===== src/design/trs_pkg.sv =====
`timescale 1ns / 1ps
// Shared types and register indexes for the triangular random sampler.
package trs_pkg;

   typedef struct packed {
      logic valid;
      logic degen;
      logic upper;
      logic zero_k;
   } trs_ctl_type;

   localparam int CSR_INDEX_BITS = 2;

   localparam logic [CSR_INDEX_BITS-1:0] CSR_RANGE_LOW  = 2'd0;
   localparam logic [CSR_INDEX_BITS-1:0] CSR_RANGE_HIGH = 2'd1;
   localparam logic [CSR_INDEX_BITS-1:0] CSR_PEAK_VALUE = 2'd2;

endpackage


===== src/design/trs_front.sv =====
`timescale 1ns / 1ps
// Setup pipeline: clamps the peak, picks the branch and forms the search bound.
module trs_front import trs_pkg::*; #(
   parameter int RANDOM_BITS = 16,
   parameter int VALUE_BITS  = 12
) (
   input  logic                                clock,
   input  logic                                reset,
   input  logic                                en,
   input  logic                                in_valid,
   input  logic [RANDOM_BITS-1:0]              in_word,
   input  logic [VALUE_BITS-1:0]               range_low,
   input  logic [VALUE_BITS-1:0]               range_high,
   input  logic [VALUE_BITS-1:0]               peak_value,
   output trs_ctl_type                         ctl_o,
   output logic [VALUE_BITS-1:0]               lo_o,
   output logic [VALUE_BITS-1:0]               hi_o,
   output logic [VALUE_BITS-1:0]               d_o,
   output logic [RANDOM_BITS+2*VALUE_BITS+1:0] rhs_o
);

   localparam int PB = RANDOM_BITS + VALUE_BITS;
   localparam int W  = RANDOM_BITS + 2 * VALUE_BITS + 2;
   localparam logic [RANDOM_BITS-1:0] WORD_MAX = '1;

   // stage 0
   trs_ctl_type             ctl0_ff, ctl0_in;
   logic [RANDOM_BITS-1:0]  r0_ff;
   logic [VALUE_BITS-1:0]   lo0_ff, hi0_ff, d0_ff, a0_ff, b0_ff;
   logic [VALUE_BITS-1:0]   mode_in;
   // stage 1
   trs_ctl_type             ctl1_ff;
   logic [VALUE_BITS-1:0]   lo1_ff, hi1_ff, d1_ff, a1_ff, b1_ff;
   logic [PB-1:0]           rd1_ff, nrd1_ff, am1_ff;
   logic [PB-1:0]           rd1_in, nrd1_in, am1_in;
   // stage 2
   trs_ctl_type             ctl2_ff, ctl2_in;
   logic [VALUE_BITS-1:0]   lo2_ff, hi2_ff, d2_ff, f2_ff, f2_in;
   logic [PB-1:0]           op2_ff, op2_in;
   // stage 3
   trs_ctl_type             ctl3_ff;
   logic [VALUE_BITS-1:0]   lo3_ff, hi3_ff, d3_ff;
   logic [W-1:0]            rhs3_ff, rhs3_in;
   // stage 4
   trs_ctl_type             ctl4_ff, ctl4_in;
   logic [VALUE_BITS-1:0]   lo4_ff, hi4_ff, d4_ff;
   logic [W-1:0]            rhs4_ff;

   always_comb begin
      mode_in = peak_value;
      if (peak_value < range_low) begin
         mode_in = range_low;
      end else if (peak_value > range_high) begin
         mode_in = range_high;
      end
      ctl0_in       = '0;
      ctl0_in.valid = in_valid;
      ctl0_in.degen = (range_high <= range_low);
   end

   always_comb begin
      rd1_in  = PB'(r0_ff) * PB'(d0_ff);
      nrd1_in = PB'(WORD_MAX - r0_ff) * PB'(d0_ff);
      am1_in  = {a0_ff, {RANDOM_BITS{1'b0}}} - PB'(a0_ff);
   end

   always_comb begin
      ctl2_in       = ctl1_ff;
      ctl2_in.upper = !(rd1_ff < am1_ff);
      op2_in        = ctl2_in.upper ? nrd1_ff : rd1_ff;
      f2_in         = ctl2_in.upper ? b1_ff : a1_ff;
   end

   always_comb begin
      rhs3_in        = W'(op2_ff) * W'({f2_ff, 2'b00});
      ctl4_in        = ctl3_ff;
      ctl4_in.zero_k = ctl3_ff.upper && (rhs3_ff <= W'(WORD_MAX));
   end

   always_ff @(posedge clock) begin
      if (reset) begin
         ctl0_ff <= '0;
         ctl1_ff <= '0;
         ctl2_ff <= '0;
         ctl3_ff <= '0;
         ctl4_ff <= '0;
      end else if (en) begin
         ctl0_ff <= ctl0_in;
         ctl1_ff <= ctl0_ff;
         ctl2_ff <= ctl2_in;
         ctl3_ff <= ctl2_ff;
         ctl4_ff <= ctl4_in;
      end
   end

   always_ff @(posedge clock) begin
      if (en) begin
         r0_ff   <= in_word;
         lo0_ff  <= range_low;
         hi0_ff  <= range_high;
         d0_ff   <= range_high - range_low;
         a0_ff   <= mode_in - range_low;
         b0_ff   <= range_high - mode_in;

         lo1_ff  <= lo0_ff;
         hi1_ff  <= hi0_ff;
         d1_ff   <= d0_ff;
         a1_ff   <= a0_ff;
         b1_ff   <= b0_ff;
         rd1_ff  <= rd1_in;
         nrd1_ff <= nrd1_in;
         am1_ff  <= am1_in;

         lo2_ff  <= lo1_ff;
         hi2_ff  <= hi1_ff;
         d2_ff   <= d1_ff;
         op2_ff  <= op2_in;
         f2_ff   <= f2_in;

         lo3_ff  <= lo2_ff;
         hi3_ff  <= hi2_ff;
         d3_ff   <= d2_ff;
         rhs3_ff <= rhs3_in;

         lo4_ff  <= lo3_ff;
         hi4_ff  <= hi3_ff;
         d4_ff   <= d3_ff;
         rhs4_ff <= rhs3_ff;
      end
   end

   assign ctl_o = ctl4_ff;
   assign lo_o  = lo4_ff;
   assign hi_o  = hi4_ff;
   assign d_o   = d4_ff;
   assign rhs_o = rhs4_ff;

endmodule


===== config.mk =====
export PLATFORM = sky130hd
export DESIGN_NAME = trs_front
export DESIGN_NICKNAME = d
export VERILOG_FILES = /design/src/design/trs_pkg.sv /design/src/design/trs_front.sv
export SDC_FILE = /design/constraint.sdc
export NUM_CORES = 2
export LEC_CHECK = 0
export ABC_CLOCK_PERIOD_IN_PS = 14300
export BUFFER_PORTS_ARGS = -buffer_cell sky130_fd_sc_hd__buf_2
export CAP_MARGIN = 30
export CORE_MARGIN = 2
export CORE_UTILIZATION = 30
export DETAILED_ROUTE_END_ITERATION = 8
export HOLD_SLACK_MARGIN = 0.06
export SLEW_MARGIN = 30
export SYNTH_ARGS = -nofsm -noshare
export SYNTH_HDL_FRONTEND = slang
export SYNTH_SLANG_ARGS = --single-unit

===== constraint.sdc =====
create_clock -name clock -period 14.3 [get_ports clock]
set_input_delay 2.86 -clock clock [delete_from_list [all_inputs] [get_ports clock]]
set_output_delay 2.86 -clock clock [all_outputs]
set_load 0.1 [all_outputs]

* Word level (Yosys, flattened, before mapping)
Cells that the tools add are included.
** Storage, ports and cells
- Bits in registers :: 462
- Input port bits :: 56
- Word-level logic and storage cells :: 60
** Operators by class
- Add/sub/neg operators :: 5
- Multiply operators :: 3
- Order comparisons :: 5
- Muxes and demuxes :: 4
- Reduce and logical (&&, ||, !) cells :: 2
** Operators by type and width (count)
- $le 42x16->1 const B :: 1
- $mul 28x12->40 :: 1
- $mux 12 :: 3
- $sub 12x12->12 :: 3
- $lt 28x28->1 :: 1
- $mul 16x12->28 :: 1
- $mul 17x13->28 :: 1
- $mux 28 :: 1
- $sub 28x12->28 :: 1
- $sub 16x16->17 const A :: 1
- $gt 12x12->1 :: 1
- $le 12x12->1 :: 1
- $lt 12x12->1 :: 1
- $logic_and 1x1->1 :: 1
- $logic_not 1->1 :: 1

* Depth between registers and ports, before layout
- Depth after elaboration :: 4
- Mapped depth :: 24
- Mapped depth without buffers :: 23

* Worst setup path before layout
OpenSTA, ideal clock, no wires.
- Path kind :: in2reg
- Start point :: input port range_high[5]
- End point :: register b0_ff[10], data pin
- Setup time :: 0.265 ns
- Data arrival time :: 6.525 ns
- Required time :: 14.035 ns
- Slack :: 7.510 ns
- Cell stages on the path :: 24
- Buffers on the path :: 1
- Path through :: inv_1 ha_1 a21o_1 a21o_1 a21o_1 a21oi_1 o221ai_1 o21ai_1 buf_2 nor2_1 a21oi_1 a21o_1 inv_1 ha_1 fa_1 nor2b_1 o21ai_0 a21boi_0 o21ai_0 a21boi_0 o21ai_0 a21boi_0 or4_1 nand3_1
** Between the ends
- Longest elaborated chain between the ends :: 4
** RTL lines
- start, declared :: line trs_front.sv:13 : input logic [VALUE_BITS-1:0] range_high,
- $gt 12x12->1 :: line trs_front.sv:53 : end else if (peak_value > range_high) begin
- $mux 12 :: line trs_front.sv:53
- $mux 12 :: line trs_front.sv:51 : if (peak_value < range_low) begin
- $sub 12x12->12 (*) :: line trs_front.sv:103 : b0_ff <= range_high - mode_in;
- end signal, assigned :: line trs_front.sv:103
- end, declared :: line trs_front.sv:29 : logic [VALUE_BITS-1:0] lo0_ff, hi0_ff, d0_ff, a0_ff, b0_ff;
Every way passes the cells marked *; elsewhere a longest branch is shown, timed or not.
A chain may end at the register's enable or synchronous reset.

* Worst setup path in the final report
- Start point :: input port range_high[5]
- End point :: register a0_ff[11], data pin
** Between the ends
- Longest elaborated chain between the ends :: 4
** RTL lines
- $gt 12x12->1 :: line trs_front.sv:53
- $mux 12 (*) :: line trs_front.sv:53
- $mux 12 (*) :: line trs_front.sv:51
- $sub 12x12->12 (*) :: line trs_front.sv:102 : a0_ff <= mode_in - range_low;
- end signal, assigned :: line trs_front.sv:102
- end, declared :: line trs_front.sv:29
Marks and branches as above.

==> results.md <==
- Status: finished, final reports clean
- Syn Std Cell Area: 40,700 sq um
- Top post-synthesis cells by area: edfxtp_1 (33%), fa_1 (27%), ha_1 (9.6%)
- Post-synthesis adder-cell area fraction: 36.3%
- Multiplexer share of the synthesized area: 1.43%
- Cell count after synthesis: 3,754
- CTS-repair resized insts: 0
- Fin crit share: 47.8%
- Synthesized area per cell: 10.8 sq um
- Post-CTS Setup Inserts: 0
- Compound-Gate Fraction of Synth Area: 5.70%
- Yosys warns: 0
- Number of flops mapped to enable cells by yosys: 447
- Synth area leader: edfxtp_1
- CTS Buf Count: 53
- Clk sinks: 461
- CTS Hold Buffers Added: 0
- Slowest CP cell: o41ai_1
- FF-to-FF path depth: 20
- Synth async-reset ratio: 0%
- Worst Hold Class: reg2reg
- Via-to-Cell Ratio: 4.48
- Top_reg_cell synth: edfxtp_1
- Worst Setup SP: range_high[5]
- Worst setup path end: a0_ff[11]
- Remaining design rule violation count: 0
- Most frequent cells in the layout: inv_1 (741), fa_1 (543), edfxtp_1 (447)
- Critical R2R Launch: f2_ff[6]
- CP bufs+invs: 4
- Post-Synth Simple-Gate Area: 12.5%
- Top cell type's share of synthesized area: 33.0%
- Final setup TNS: 0 ps
- Fin nets: 4,746
- Share of cells above drive strength 1: 7.95%
- Drt pass-1 iters: 5
- P&R area growth vs syn: 11.1%
- Average wire per standard cell: 15.9 um
- Initial antenna violation count: 2
- WP data arrival: 7180 ps
- Row count: 135
- H-Tree Depth: 2
- Synth unique cells: 70
- GRT Total Usage: 13.2%
- Post-detailed-placement half-perimeter wirelength: 67.8 mm
- Most common cell after layout, fill and taps aside: inv_1
- Final ANT Viol Nets: 0
- Slew headroom: 35.1%
- Clock slew at reported path FFs: 60 ps
- Seq/Total Area, Yosys: 33.7%
- Worst path top cell family by delay: compound AO/OA/AOI/OAI gates
- Critical Path Stages: 23
- Max Slew Vio Count: 0
- Vias in the first global route: 26,798
- CP most frequent cell: a21o_1
- First-pass GRT wire length: 145 mm
- Actual slew at the worst max-slew pin: 974 ps
- Vias post-DR: 25,371
- Tmin final: 6830 ps
- Largest net degree at the start of global routing: 201
- Crit Path Max Fanout: 22
- Max Root-Sink Buffers: 3
- Number of diodes: 0
- Clk_lat worst skew: 640 ps
- I/O Buffers: 135
- RSZ-0062 raised after global routing: no
- CTS tree: built
- Routed wire length: 90.2 mm
- FF-to-FF End: rhs3_ff[41]
- Die width: 372 um
- R2R Setup Slk: 8060 ps
- Placer Congestion: 0.844
- Max cap viols: 0
- Core Region: 135,000 sq um
- Die H: 372 um
- Nature of the critical path startpoint: input pin
- DIE AREA: 139,000 sq um
- Initial DRC Count: 1,312
- CP cell instances: buf_2 > inv_1 > ha_1 > a21o_1 > a21o_1 > a21o_1 > a21oi_1 > o221ai_1 > o21ai_1 > buf_4 > a21oi_1 > a21o_1 > inv_1 > ha_1 > nor2b_1 > o21ai_0 > a21boi_0 > o21ai_0 > a21boi_0 > o21ai_0 > a21oi_1 > o41ai_1 > xor2_1
- Io pins: 138
- Synth Area in XOR/XNOR: 2.00%
- Global route total overflow: 0
- CP max stage delay: 350 ps
- #FFs+latches synth: 461
- Final core utilization: 33.5%
- CP Capture Type: register
- Endpoints failing hold: 0
- Clk Tree Root Cell: clkbuf_16
- Peak Freq: 0.146 GHz
- CP required: 14,650 ps
- Initial Utilization: 30.1%
- CP Class: in2reg
- Largest family of logic cells by synthesized area: adder cells
- Skew final: 41.9 ps
- Final-report setup violation count: 0
==> final cells by class <==
type	count	area [sq um]
clock buffer	61	1360
multi-input combinational	2401	23600
inverter	741	2780
timing repair buffer	178	1130
tap	1781	2230
clock inverter	34	408
fill	13515	89800
sequential	461	13700
==> state kept, by name, indices dropped and copies added, names as in the netlist, 16 cells and up <==
signal	flops
am1_ff	27
r0_ff	16
nrd1_ff	28
rd1_ff	28
op2_ff	28
rhs3_ff	40
rhs_o	40
==> worst reg2reg max path, cell delays in order (launching register included) <==
cell	delay (ps)
edfxtp_1	730
buf_6	280
nand2_1	110
fa_1	560
inv_1	50
fa_1	550
fa_1	440
fa_1	490
inv_1	50
fa_1	520
inv_1	60
ha_1	340
a21oi_1	200
o21ai_0	140
nand3_1	110
a21oi_1	80
o22ai_1	240
nand3_1	260
a221oi_2	410
mux2i_1	220
nand4_1	100
==> synthesized netlist by cell type, types with 34 or more instances <==
cell type and instances:
and2_1 161, a21o_1 73, mux2_2 34, nor2b_1 93
a21oi_1 97, nand2b_1 130, edfxtp_1 447, fa_1 543
o21ai_0 67, xnor2_1 74, ha_1 311, nor2_1 126
nand2_1 434, clkbuf_1 139, inv_1 741
==> through the flow <==
step | std cells | setup slack, ps | hold WS (ps) | cell area [sq um]
after floorplan | 3755 | 7510 | 400 | 40700
after global placement | 5546 | 6950 | 401 | 43200
after detailed placement | 5559 | 6950 | 405 | 43400
after CTS | 5654 | 7590 | 412 | 45100
after global routing | 5657 | 7050 | 418 | 45200
final | 5657 | 7470 | 411 | 45200
==> kinds of logic (layout without fill, tap and decap cells) <==
logic type	Yosys count	in the layout
compound gates	353	353
flops	461	461
buf+inv	893	1014
xor+xnor	93	93
fa+ha+maj	854	854
mux	53	53
other cells	1	2
simple gates	1046	1046
==> how the worst min path moves through the flow <==
| stage | startpoint | to | slack (ps) | depth (start not counted) |
|---|---|---|---|---|
| 2_1_floorplan | b0_ff[0] | b1_ff[0] | 400 | 0 |
| 3_3_place_gp | lo2_ff[10] | lo3_ff[10] | 400 | 0 |
| 3_5_place_dp | b0_ff[2] | b1_ff[2] | 400 | 0 |
| 4_1_cts | d3_ff[4] | d_o[4] | 410 | 0 |
| 5_1_grt | d3_ff[4] | d_o[4] | 420 | 0 |
| 6_report | d3_ff[4] | d_o[4] | 410 | 0 |
==> routing by layer <==
layer	routed length (um)	share of wire, %	up-vias	global-route usage [%]
li1	-	-	12024	-
met1	41400	46	12835	17.7
met5	0	0	-	0
met3	3360	3.7	102	1.58
met2	43900	49	410	22.9
met4	1490	1.6	0	2.62
Power is left out: the tool's default activity adds up to more than one toggle a clock period on the data nets, which glitch-free logic cannot reach.
