<file path="config.mk">
export PLATFORM = sky130hd
export DESIGN_NAME = trs_cell
export DESIGN_NICKNAME = d
export VERILOG_FILES = /design/src/design/trs_pkg.sv /design/src/design/trs_cell.sv
export SDC_FILE = /design/constraint.sdc
export NUM_CORES = 1
export LEC_CHECK = 0
export ABC_AREA = 1
export CORE_ASPECT_RATIO = 2
export CORE_MARGIN = 2
export CORE_UTILIZATION = 35
export DETAILED_ROUTE_END_ITERATION = 6
export DONT_BUFFER_PORTS = 1
export GPL_TIMING_DRIVEN = 0
export PLACE_DENSITY_LB_ADDON = 0.08
export SETUP_SLACK_MARGIN = 0.4
export SLEW_MARGIN = 20
export SYNTH_ARGS = -nofsm -noshare
export SYNTH_HDL_FRONTEND = slang
export SYNTH_SLANG_ARGS = --single-unit
</file>
<file path="constraint.sdc">
create_clock -name clock -period 8.6 [get_ports clock]
set_input_delay 0.86 -clock clock [delete_from_list [all_inputs] [get_ports clock]]
set_output_delay 0.86 -clock clock [all_outputs]
set_load 0.05 [all_outputs]
</file>
<file path="src/design/trs_pkg.sv">
`timescale 1ns / 1ps
// Shared types and register indexes for the triangular random sampler.
package trs_pkg;

   typedef struct packed {
      logic valid;
      logic degen;
      logic upper;
      logic zero_k;
   } trs_ctl_type;

   localparam int CSR_INDEX_BITS = 2;

   localparam logic [CSR_INDEX_BITS-1:0] CSR_RANGE_LOW  = 2'd0;
   localparam logic [CSR_INDEX_BITS-1:0] CSR_RANGE_HIGH = 2'd1;
   localparam logic [CSR_INDEX_BITS-1:0] CSR_PEAK_VALUE = 2'd2;

endpackage

</file>
<file path="src/design/trs_cell.sv">
`timescale 1ns / 1ps
// Search cell: tries one bit of the offset k against the bound and passes the item on.
module trs_cell import trs_pkg::*; #(
   parameter int RANDOM_BITS = 16,
   parameter int VALUE_BITS  = 12,
   parameter int BIT_POS     = 0
) (
   input  logic                                clock,
   input  logic                                reset,
   input  logic                                en,
   input  trs_ctl_type                         ctl_i,
   input  logic [VALUE_BITS-1:0]               lo_i,
   input  logic [VALUE_BITS-1:0]               hi_i,
   input  logic [VALUE_BITS-1:0]               d_i,
   input  logic [RANDOM_BITS+2*VALUE_BITS+1:0] rhs_i,
   input  logic [VALUE_BITS-1:0]               k_i,
   output trs_ctl_type                         ctl_o,
   output logic [VALUE_BITS-1:0]               lo_o,
   output logic [VALUE_BITS-1:0]               hi_o,
   output logic [VALUE_BITS-1:0]               d_o,
   output logic [RANDOM_BITS+2*VALUE_BITS+1:0] rhs_o,
   output logic [VALUE_BITS-1:0]               k_o
);

   localparam int SQ_BITS = 2 * VALUE_BITS + 2;
   localparam int W       = RANDOM_BITS + SQ_BITS;
   localparam logic [VALUE_BITS-1:0] BIT_MASK = VALUE_BITS'(1) << BIT_POS;

   // square stage
   logic [VALUE_BITS-1:0]   cand_a;
   logic [VALUE_BITS-1:0]   odd_hi;
   logic [SQ_BITS-1:0]      odd_ext;
   logic [SQ_BITS-1:0]      sq_in;
   logic                    fit_in;
   trs_ctl_type             ctla_ff;
   logic [VALUE_BITS-1:0]   loa_ff, hia_ff, da_ff, ka_ff;
   logic [W-1:0]            rhsa_ff;
   logic [SQ_BITS-1:0]      sq_ff;
   logic                    fit_ff;
   // compare stage
   logic [VALUE_BITS-1:0]   cand_b;
   logic [W-1:0]            sqm;
   logic                    pass;
   logic [VALUE_BITS-1:0]   k_in;
   trs_ctl_type             ctlb_ff;
   logic [VALUE_BITS-1:0]   lob_ff, hib_ff, db_ff, kb_ff;
   logic [W-1:0]            rhsb_ff;

   always_comb begin
      cand_a  = k_i | BIT_MASK;
      odd_hi  = ctl_i.upper ? cand_a : cand_a - 1'b1;
      odd_ext = SQ_BITS'({odd_hi, 1'b1});
      sq_in   = odd_ext * odd_ext;
      fit_in  = (cand_a <= d_i);
   end

   always_comb begin
      cand_b = ka_ff | BIT_MASK;
      sqm    = {sq_ff, {RANDOM_BITS{1'b0}}} - W'(sq_ff);
      pass   = fit_ff && (ctla_ff.upper ? (sqm < rhsa_ff) : (sqm <= rhsa_ff));
      k_in   = pass ? cand_b : ka_ff;
   end

   always_ff @(posedge clock) begin
      if (reset) begin
         ctla_ff <= '0;
         ctlb_ff <= '0;
      end else if (en) begin
         ctla_ff <= ctl_i;
         ctlb_ff <= ctla_ff;
      end
   end

   always_ff @(posedge clock) begin
      if (en) begin
         loa_ff  <= lo_i;
         hia_ff  <= hi_i;
         da_ff   <= d_i;
         rhsa_ff <= rhs_i;
         ka_ff   <= k_i;
         sq_ff   <= sq_in;
         fit_ff  <= fit_in;

         lob_ff  <= loa_ff;
         hib_ff  <= hia_ff;
         db_ff   <= da_ff;
         rhsb_ff <= rhsa_ff;
         kb_ff   <= k_in;
      end
   end

   assign ctl_o = ctlb_ff;
   assign lo_o  = lob_ff;
   assign hi_o  = hib_ff;
   assign d_o   = db_ff;
   assign rhs_o = rhsb_ff;
   assign k_o   = kb_ff;

endmodule

</file>
After elaboration in Yosys (flattened, before gate mapping)
Index checks and enable logic that the tools add are counted.
{"block": "word_totals", "regBits": 215, "latchBits": 0, "ramBits": 0, "mem_bits_ro": 0, "in_bits": 97, "output_inout_bits": 94, "elab_cells": 30, "n_memories": 0}
{"block": "op_classes", "add_sub_neg": 2, "n_mul": 1, "n_div": 0, "magnitude_cmp": 3, "eq_ne": 0, "shifts": 0, "muxes": 2, "n_bitwise": 0, "n_reduce_logical": 1}
{"op": "42-bit less-or-equal comparator", "n": 1}
{"op": "42-bit < comparator", "n": 1}
{"op": "42-bit by 26-bit subtractor with 42-bit output", "n": 1}
{"op": "13-bit by 13-bit multiplier with 26-bit output", "n": 1}
{"op": "12-bit less-or-equal comparator", "n": 1}
{"op": "12-bit 2-to-1 mux", "n": 1}
{"op": "12-bit by 1-bit subtractor with 12-bit output, second input constant", "n": 1}
{"op": "1-bit logical AND", "n": 1}
{"op": "1-bit 2-to-1 mux", "n": 1}

Logic depth before layout (Yosys ltp)
{"block": "logic_depth", "ltp_word": 4, "depth_mapped": 23, "ltp_nobuf": 23}

Worst setup path after synthesis
Ideal clock, no wire load.
{"block": "synth_path", "kind": "input to register", "start": "in k_i[2]", "end": "reg sq_ff[19], data pin", "setup_time_ns": 0.252, "arrival_time_ns": 5.236, "required_ns": 8.348, "setup_slack_ns": 3.112, "path_stages": 21, "n_path_buf": 1, "cell_sequence": "clkbuf_1 nand2_1 fa_1 inv_1 fa_1 inv_1 fa_1 inv_1 fa_1 inv_1 fa_1 inv_1 ha_1 nand2_1 inv_1 a21boi_2 nor3_1 nor3_1 nand2_1 nand2_1 nand2_1"}
{"block": "synth_via", "elab_chain_len": 3}
{"element": "start: declaration", "line_no": "trs_cell.sv:16", "source": "input logic [VALUE_BITS-1:0] k_i,"}
{"element": "12-bit by 1-bit subtractor with 12-bit output", "line_no": "trs_cell.sv:51", "source": "odd_hi = ctl_i.upper ? cand_a : cand_a - 1'b1;"}
{"element": "12-bit 2-to-1 mux (*)", "line_no": "trs_cell.sv:51"}
{"element": "13-bit by 13-bit multiplier with 26-bit output (*)", "line_no": "trs_cell.sv:53", "source": "sq_in = odd_ext * odd_ext;"}
{"element": "net sq_in[19]", "line_no": "trs_cell.sv:33", "source": "logic [SQ_BITS-1:0] sq_in;"}
{"element": "end signal: assignment", "line_no": "trs_cell.sv:81", "source": "sq_ff <= sq_in;"}
{"element": "end: declaration", "line_no": "trs_cell.sv:38", "source": "logic [SQ_BITS-1:0] sq_ff;"}
Mark *: on every way through the listed nets, which the timed path passes. The rest lies on a longest branch.
A chain may end at the register's enable or synchronous reset.

Final worst setup path
{"block": "layout_path", "start": "in k_i[6]", "end": "reg sq_ff[23], data pin"}
The elaborated chain is that of the path after synthesis.

==> flow_results.org <==
** Power and ir drop
- Total power divided by cell area :: 357 nW/µm²
- In this run, flip-flops and latches consume 29.1% of the power.
- The analysis attributes to cell leakage a power of 7.19 nW.
- Int Pwr :: 0.00294 W
- Combinational logic burns a little over half of the power.
- Sw frac :: 45.8%
- Worst VDD drop :: 0.212 mV
- Summed over all nets, the switching power comes to about 0.0025 W.
- The share of total power dissipated in the clock network is 16.1%.

** Floorplan
- The floorplan has 103 rows.
- Y dimension of the die :: 286 µm
- The die covers between 40000 and 50000 µm².
- The floorplan step set the die width to 145 µm.
- Initial core utilization :: between 30% and 40%
- Number of top-level pins :: 191
- CORE AREA :: 39300 µm²

** Placed design
- After detailed placement, the design holds a cell count of 1844.
- # port buffers :: 0
- RD Place Congestion :: ~0.85
- Once detailed placement completed, the half-perimeter wirelength came to 26800 µm.
- Area after detailed placement :: 14500 µm²

** GRT
- The first global-routing pass estimated 50300 µm of wire.
- The initial antenna violation count came to 3.
- GRT Resource Usage Total :: 16.3%
- Largest net degree at the start of global routing :: 208
- Summed over all layers, the global routing overflow is 0.
- Vias in the first global route :: 9274

** STA
- At the pin with the least slew margin, the transition time is 0.720 ns.
- Setup violations remaining at the end of the flow were counted as 0.
- Of the available clock period, the critical path in the final layout requires roughly two thirds.
- The count of endpoints failing hold in the final timing report was 0.
- In this run the tightest slew margin relative to its limit is 52.0%.
- Post-layout minimum cycle time :: 5.67 ns
- Setup repair after global routing left no endpoint under its margin.
- Final total negative setup slack :: 0 ns
- For the final database, setup skew stands at ~0.027 ns.
- Upper clock frequency limit :: 176 MHz
- Max-slew violations :: 0
- Final worst hold slack :: 0.411 ns

** Detailed routing
- The routed layout has 8577 vias.
- Number of remaining DRC errors :: 0
- Dividing the detail-routed wire length by the instance count gives 17.7 µm.
- First DRT Iteration DRCs :: roughly 330
- Wires add up to about 33000 µm.
- Post-DR vias/cell :: about 4.6
- Once detail routing completed, the nets flagged for antenna violations numbered 0.
- Iteration count of the initial detailed-routing pass :: 5

** Critical path
- Worst stage delay on the critical path :: 0.59 ns
- The worst setup path is launched from a primary input.
- Walking the worst path, the cells encountered are clkbuf_1, inv_1, fa_1, inv_1, fa_1, inv_1, fa_1, inv_1, fa_1, inv_1, fa_1, inv_1, ha_1, nand2_1, inv_1, a21boi_2, nor2_1, a21oi_1, nand3_1, nand2_1, nand2_1.
- Crit path max-delay family :: adder cells
- Required arrival time at the worst endpoint :: around 9 ns
- For this design, the slowest cell found on the critical path is sky130_fd_sc_hd__fa_1.
- Data arrives at the worst endpoint at 5.94 ns.
- STA classifies the critical path endpoint as a register.
- Together, buffers and inverters on the worst path number 8.
- In this run the worst path has a maximum fanout of 10.
- Critical setup path kind :: in2reg
- Most frequent CP cell :: sky130_fd_sc_hd__inv_1

** Synthesis
- Number of instances in the synthesized netlist :: 1319
- Counting flops and latches in the post-synthesis netlist gives about 210.
- Net count of the mapped netlist :: ~1700
- Post-Synthesis Cell Area :: roughly 14000 µm²
- Proportion of synthesized chip area in sequential cells :: 45.5%
- In this run the mean area of a mapped cell was 10.5 µm².
- Yosys printed 0 warnings.
- The synthesized netlist contains 42 unique library cells.

** Clocking
- TritonCTS built the clock tree.
- Root buf cell :: sky130_fd_sc_hd__clkbuf_16
- The clock reaches the later pin of the worst-skew pair after 0.52 ns.
- Count of hold buffers inserted by post-cts repair :: 0
- Number of buffers between clock root and the deepest sink :: 3
- Counting every sink on the clock net gives 213.
- Inserted Clock Buffers :: 21
- CTS HTree Levels :: 1
- After clock tree synthesis, the setup repair step added 0 buffers.
- After clock tree synthesis, the clock-pin slew on the worst setup and hold paths is 0.07 ns.
- Number of gates given a new drive strength after cts :: 0

** Final layout
- Area growth, synth to finish :: 9.34%
- Final Net Count :: 1673
- With fillers left out, the area of the finished cells amounts to between 15000 and 20000 µm².
- The layout has 3933 filler cells.
- Summing all flip-flop and latch instances after layout gives 6320 µm².
- Non-filler cells, final :: 1884
- Area used by multi-input combinational logic :: 6230 µm²
- Of the cells placed in the final design, the portion with a size suffix greater than 1 is 4.28%.
- Measured on the finished design, the core utilization comes to 38.6%.

** Run status
- Result of the run :: completed

** Flow run
- Max-cap violations in this run came to 0.

** Worst hold path
- Class of the most critical hold timing path :: reg2reg
[Yosys cell counts (all sizes together)]
cell type  count  area, µm²
a211oi         2       15.0
a21boi         4       41.3
a21o           5       37.5
a21oi         55        287
a31o           1       8.76
a31oi          1       6.26
a32o           1       10.0
and2           1       6.26
clkbuf        16       60.1
dfxtp          8        160
edfxtp       205       6160
fa            98       1960
ha           136       1700
inv          340       1280
nand2        229        875
nand2b         1       6.26
nand3         35        180
nand3b         1       7.51
nand4         12       75.1
nor2          60        228
nor3          14       75.1
nor3b          1       12.5
nor4           4       46.3
o21a           6       45.0
o21ai         30        161
o21bai         5       37.5
o31ai          1       7.51
or2            4       25.0
xnor2         10       87.6
xor2          33        289
[power by group through the flow]
stage	registers [W]	clock network [W]	logic (W)
after global routing	0.00159	0.000951	0.00346
final	0.00158	0.000876	0.00297
after floorplan	0.00155	0	0.00229
after global placement	0.00160	0	0.00300
after detailed placement	0.00160	0	0.00301
after CTS	0.00158	0.000911	0.00302
[flip-flops by register name, indices dropped and copies added, names as in the netlist]
name / flops
loa_ff: 12
hia_ff: 12
sq_ff: 24
rhs_o: 42
ctl_o: 4
hi_o: 12
fit_ff: 1
rhsa_ff: 42
k_o: 12
lo_o: 12
ka_ff: 12
da_ff: 12
d_o: 12
ctla_ff: 4
[area by class of cell]
type | count | share of cell area [%]
Sequential cell | 213 | 41.6
Tap cell | 525 | 4.33
Inverter | 340 | 8.41
Clock buffer | 26 | 3.58
Multi-Input combinational cell | 750 | 41.1
Clock inverter | 11 | 0.577
Antenna cell | 3 | 0.0494
Buffer | 16 | 0.396
[worst reg2reg max path, stage by stage (launching register included)]
cell and delay (ns):
sky130_fd_sc_hd__edfxtp_1 0.44, sky130_fd_sc_hd__inv_1 0.20, sky130_fd_sc_hd__ha_1 0.32, sky130_fd_sc_hd__a21oi_1 0.23, sky130_fd_sc_hd__o21a_1 0.24, sky130_fd_sc_hd__o21ai_1 0.14
sky130_fd_sc_hd__a21boi_2 0.27, sky130_fd_sc_hd__nand2_1 0.08, sky130_fd_sc_hd__nand2_1 0.06, sky130_fd_sc_hd__nand2_1 0.07, sky130_fd_sc_hd__ha_1 0.27, sky130_fd_sc_hd__nand2_1 0.05
sky130_fd_sc_hd__nor2_1 0.10, sky130_fd_sc_hd__and2_1 0.18, sky130_fd_sc_hd__nand3_1 0.21, sky130_fd_sc_hd__nor2_1 0.16, sky130_fd_sc_hd__nand2_1 0.07, sky130_fd_sc_hd__nand3_1 0.08
sky130_fd_sc_hd__nand2_1 0.11, sky130_fd_sc_hd__nand2_1 0.08, sky130_fd_sc_hd__nand2_1 0.04
[path summary, 6_finish.rpt]
path | from | end | slack, ns | depth (start not counted)
worst min-delay path | ka_ff[10] | k_o[10] | 0.41 | 0
worst max register to register | sq_ff[19] | k_o[0] | 5.00 | 20
worst max-delay path | k_i[6] | sq_ff[23] | 2.93 | 21
worst min register to register | ka_ff[10] | k_o[10] | 0.41 | 0
[routing by layer]
layer	part of all wire (%)	global-route usage (%)	vias up	routed length [µm]
met3	3.7	2.11	61	1240
li1	-	-	4234	-
met5	0	0	-	0
met1	32	14.4	4100	10500
met4	4.8	8.13	0	1600
met2	60	34.0	182	20000
[placed cells by master, fill, tap and decap left out, types with 3 or more instances in the layout]
cell / count
sky130_fd_sc_hd__inv_1: 334
sky130_fd_sc_hd__nand2_1: 223
sky130_fd_sc_hd__edfxtp_1: 205
sky130_fd_sc_hd__ha_1: 136
sky130_fd_sc_hd__fa_1: 98
sky130_fd_sc_hd__nor2_1: 59
sky130_fd_sc_hd__a21oi_1: 52
sky130_fd_sc_hd__nand3_1: 34
sky130_fd_sc_hd__xor2_1: 33
sky130_fd_sc_hd__clkbuf_1: 21
sky130_fd_sc_hd__clkbuf_16: 21
sky130_fd_sc_hd__o21ai_0: 14
sky130_fd_sc_hd__o21ai_1: 13
sky130_fd_sc_hd__nor3_1: 13
sky130_fd_sc_hd__nand4_1: 12
sky130_fd_sc_hd__xnor2_1: 10
sky130_fd_sc_hd__dfxtp_1: 8
sky130_fd_sc_hd__inv_2: 6
sky130_fd_sc_hd__o21a_1: 6
sky130_fd_sc_hd__nand2_2: 6
sky130_fd_sc_hd__o21bai_1: 5
sky130_fd_sc_hd__a21o_1: 5
sky130_fd_sc_hd__clkinv_1: 5
sky130_fd_sc_hd__diode_2: 3
sky130_fd_sc_hd__or2_2: 3
sky130_fd_sc_hd__o21ai_2: 3
sky130_fd_sc_hd__a21oi_2: 3
sky130_fd_sc_hd__a21boi_2: 3
[per-stage QoR]
| step | total power (W) | setup WS (ns) |
|---|---|---|
| after floorplan | 0.00385 | 3.11 |
| after global routing | 0.00600 | 2.59 |
| after global placement | 0.00460 | 2.38 |
| after CTS | 0.00551 | 2.92 |
| final | 0.00543 | 2.93 |
| after detailed placement | 0.00461 | 2.40 |
[cell families (layout without fill, tap and decap cells)]
kind of cell / count (synthesis) / after routing / synth area share (%)
and+or+nand+nor: 362 / 362 / 11.1
buffers and inverters: 356 / 393 / 9.62
adders and majority gates: 234 / 234 / 26.4
DFF: 213 / 213 / 45.5
AOI/OAI and AO/OA: 111 / 111 / 4.73
xor gates and xnor gates: 43 / 43 / 2.71
other: 0 / 3 / 0
Power figures use the tool's default switching activity.
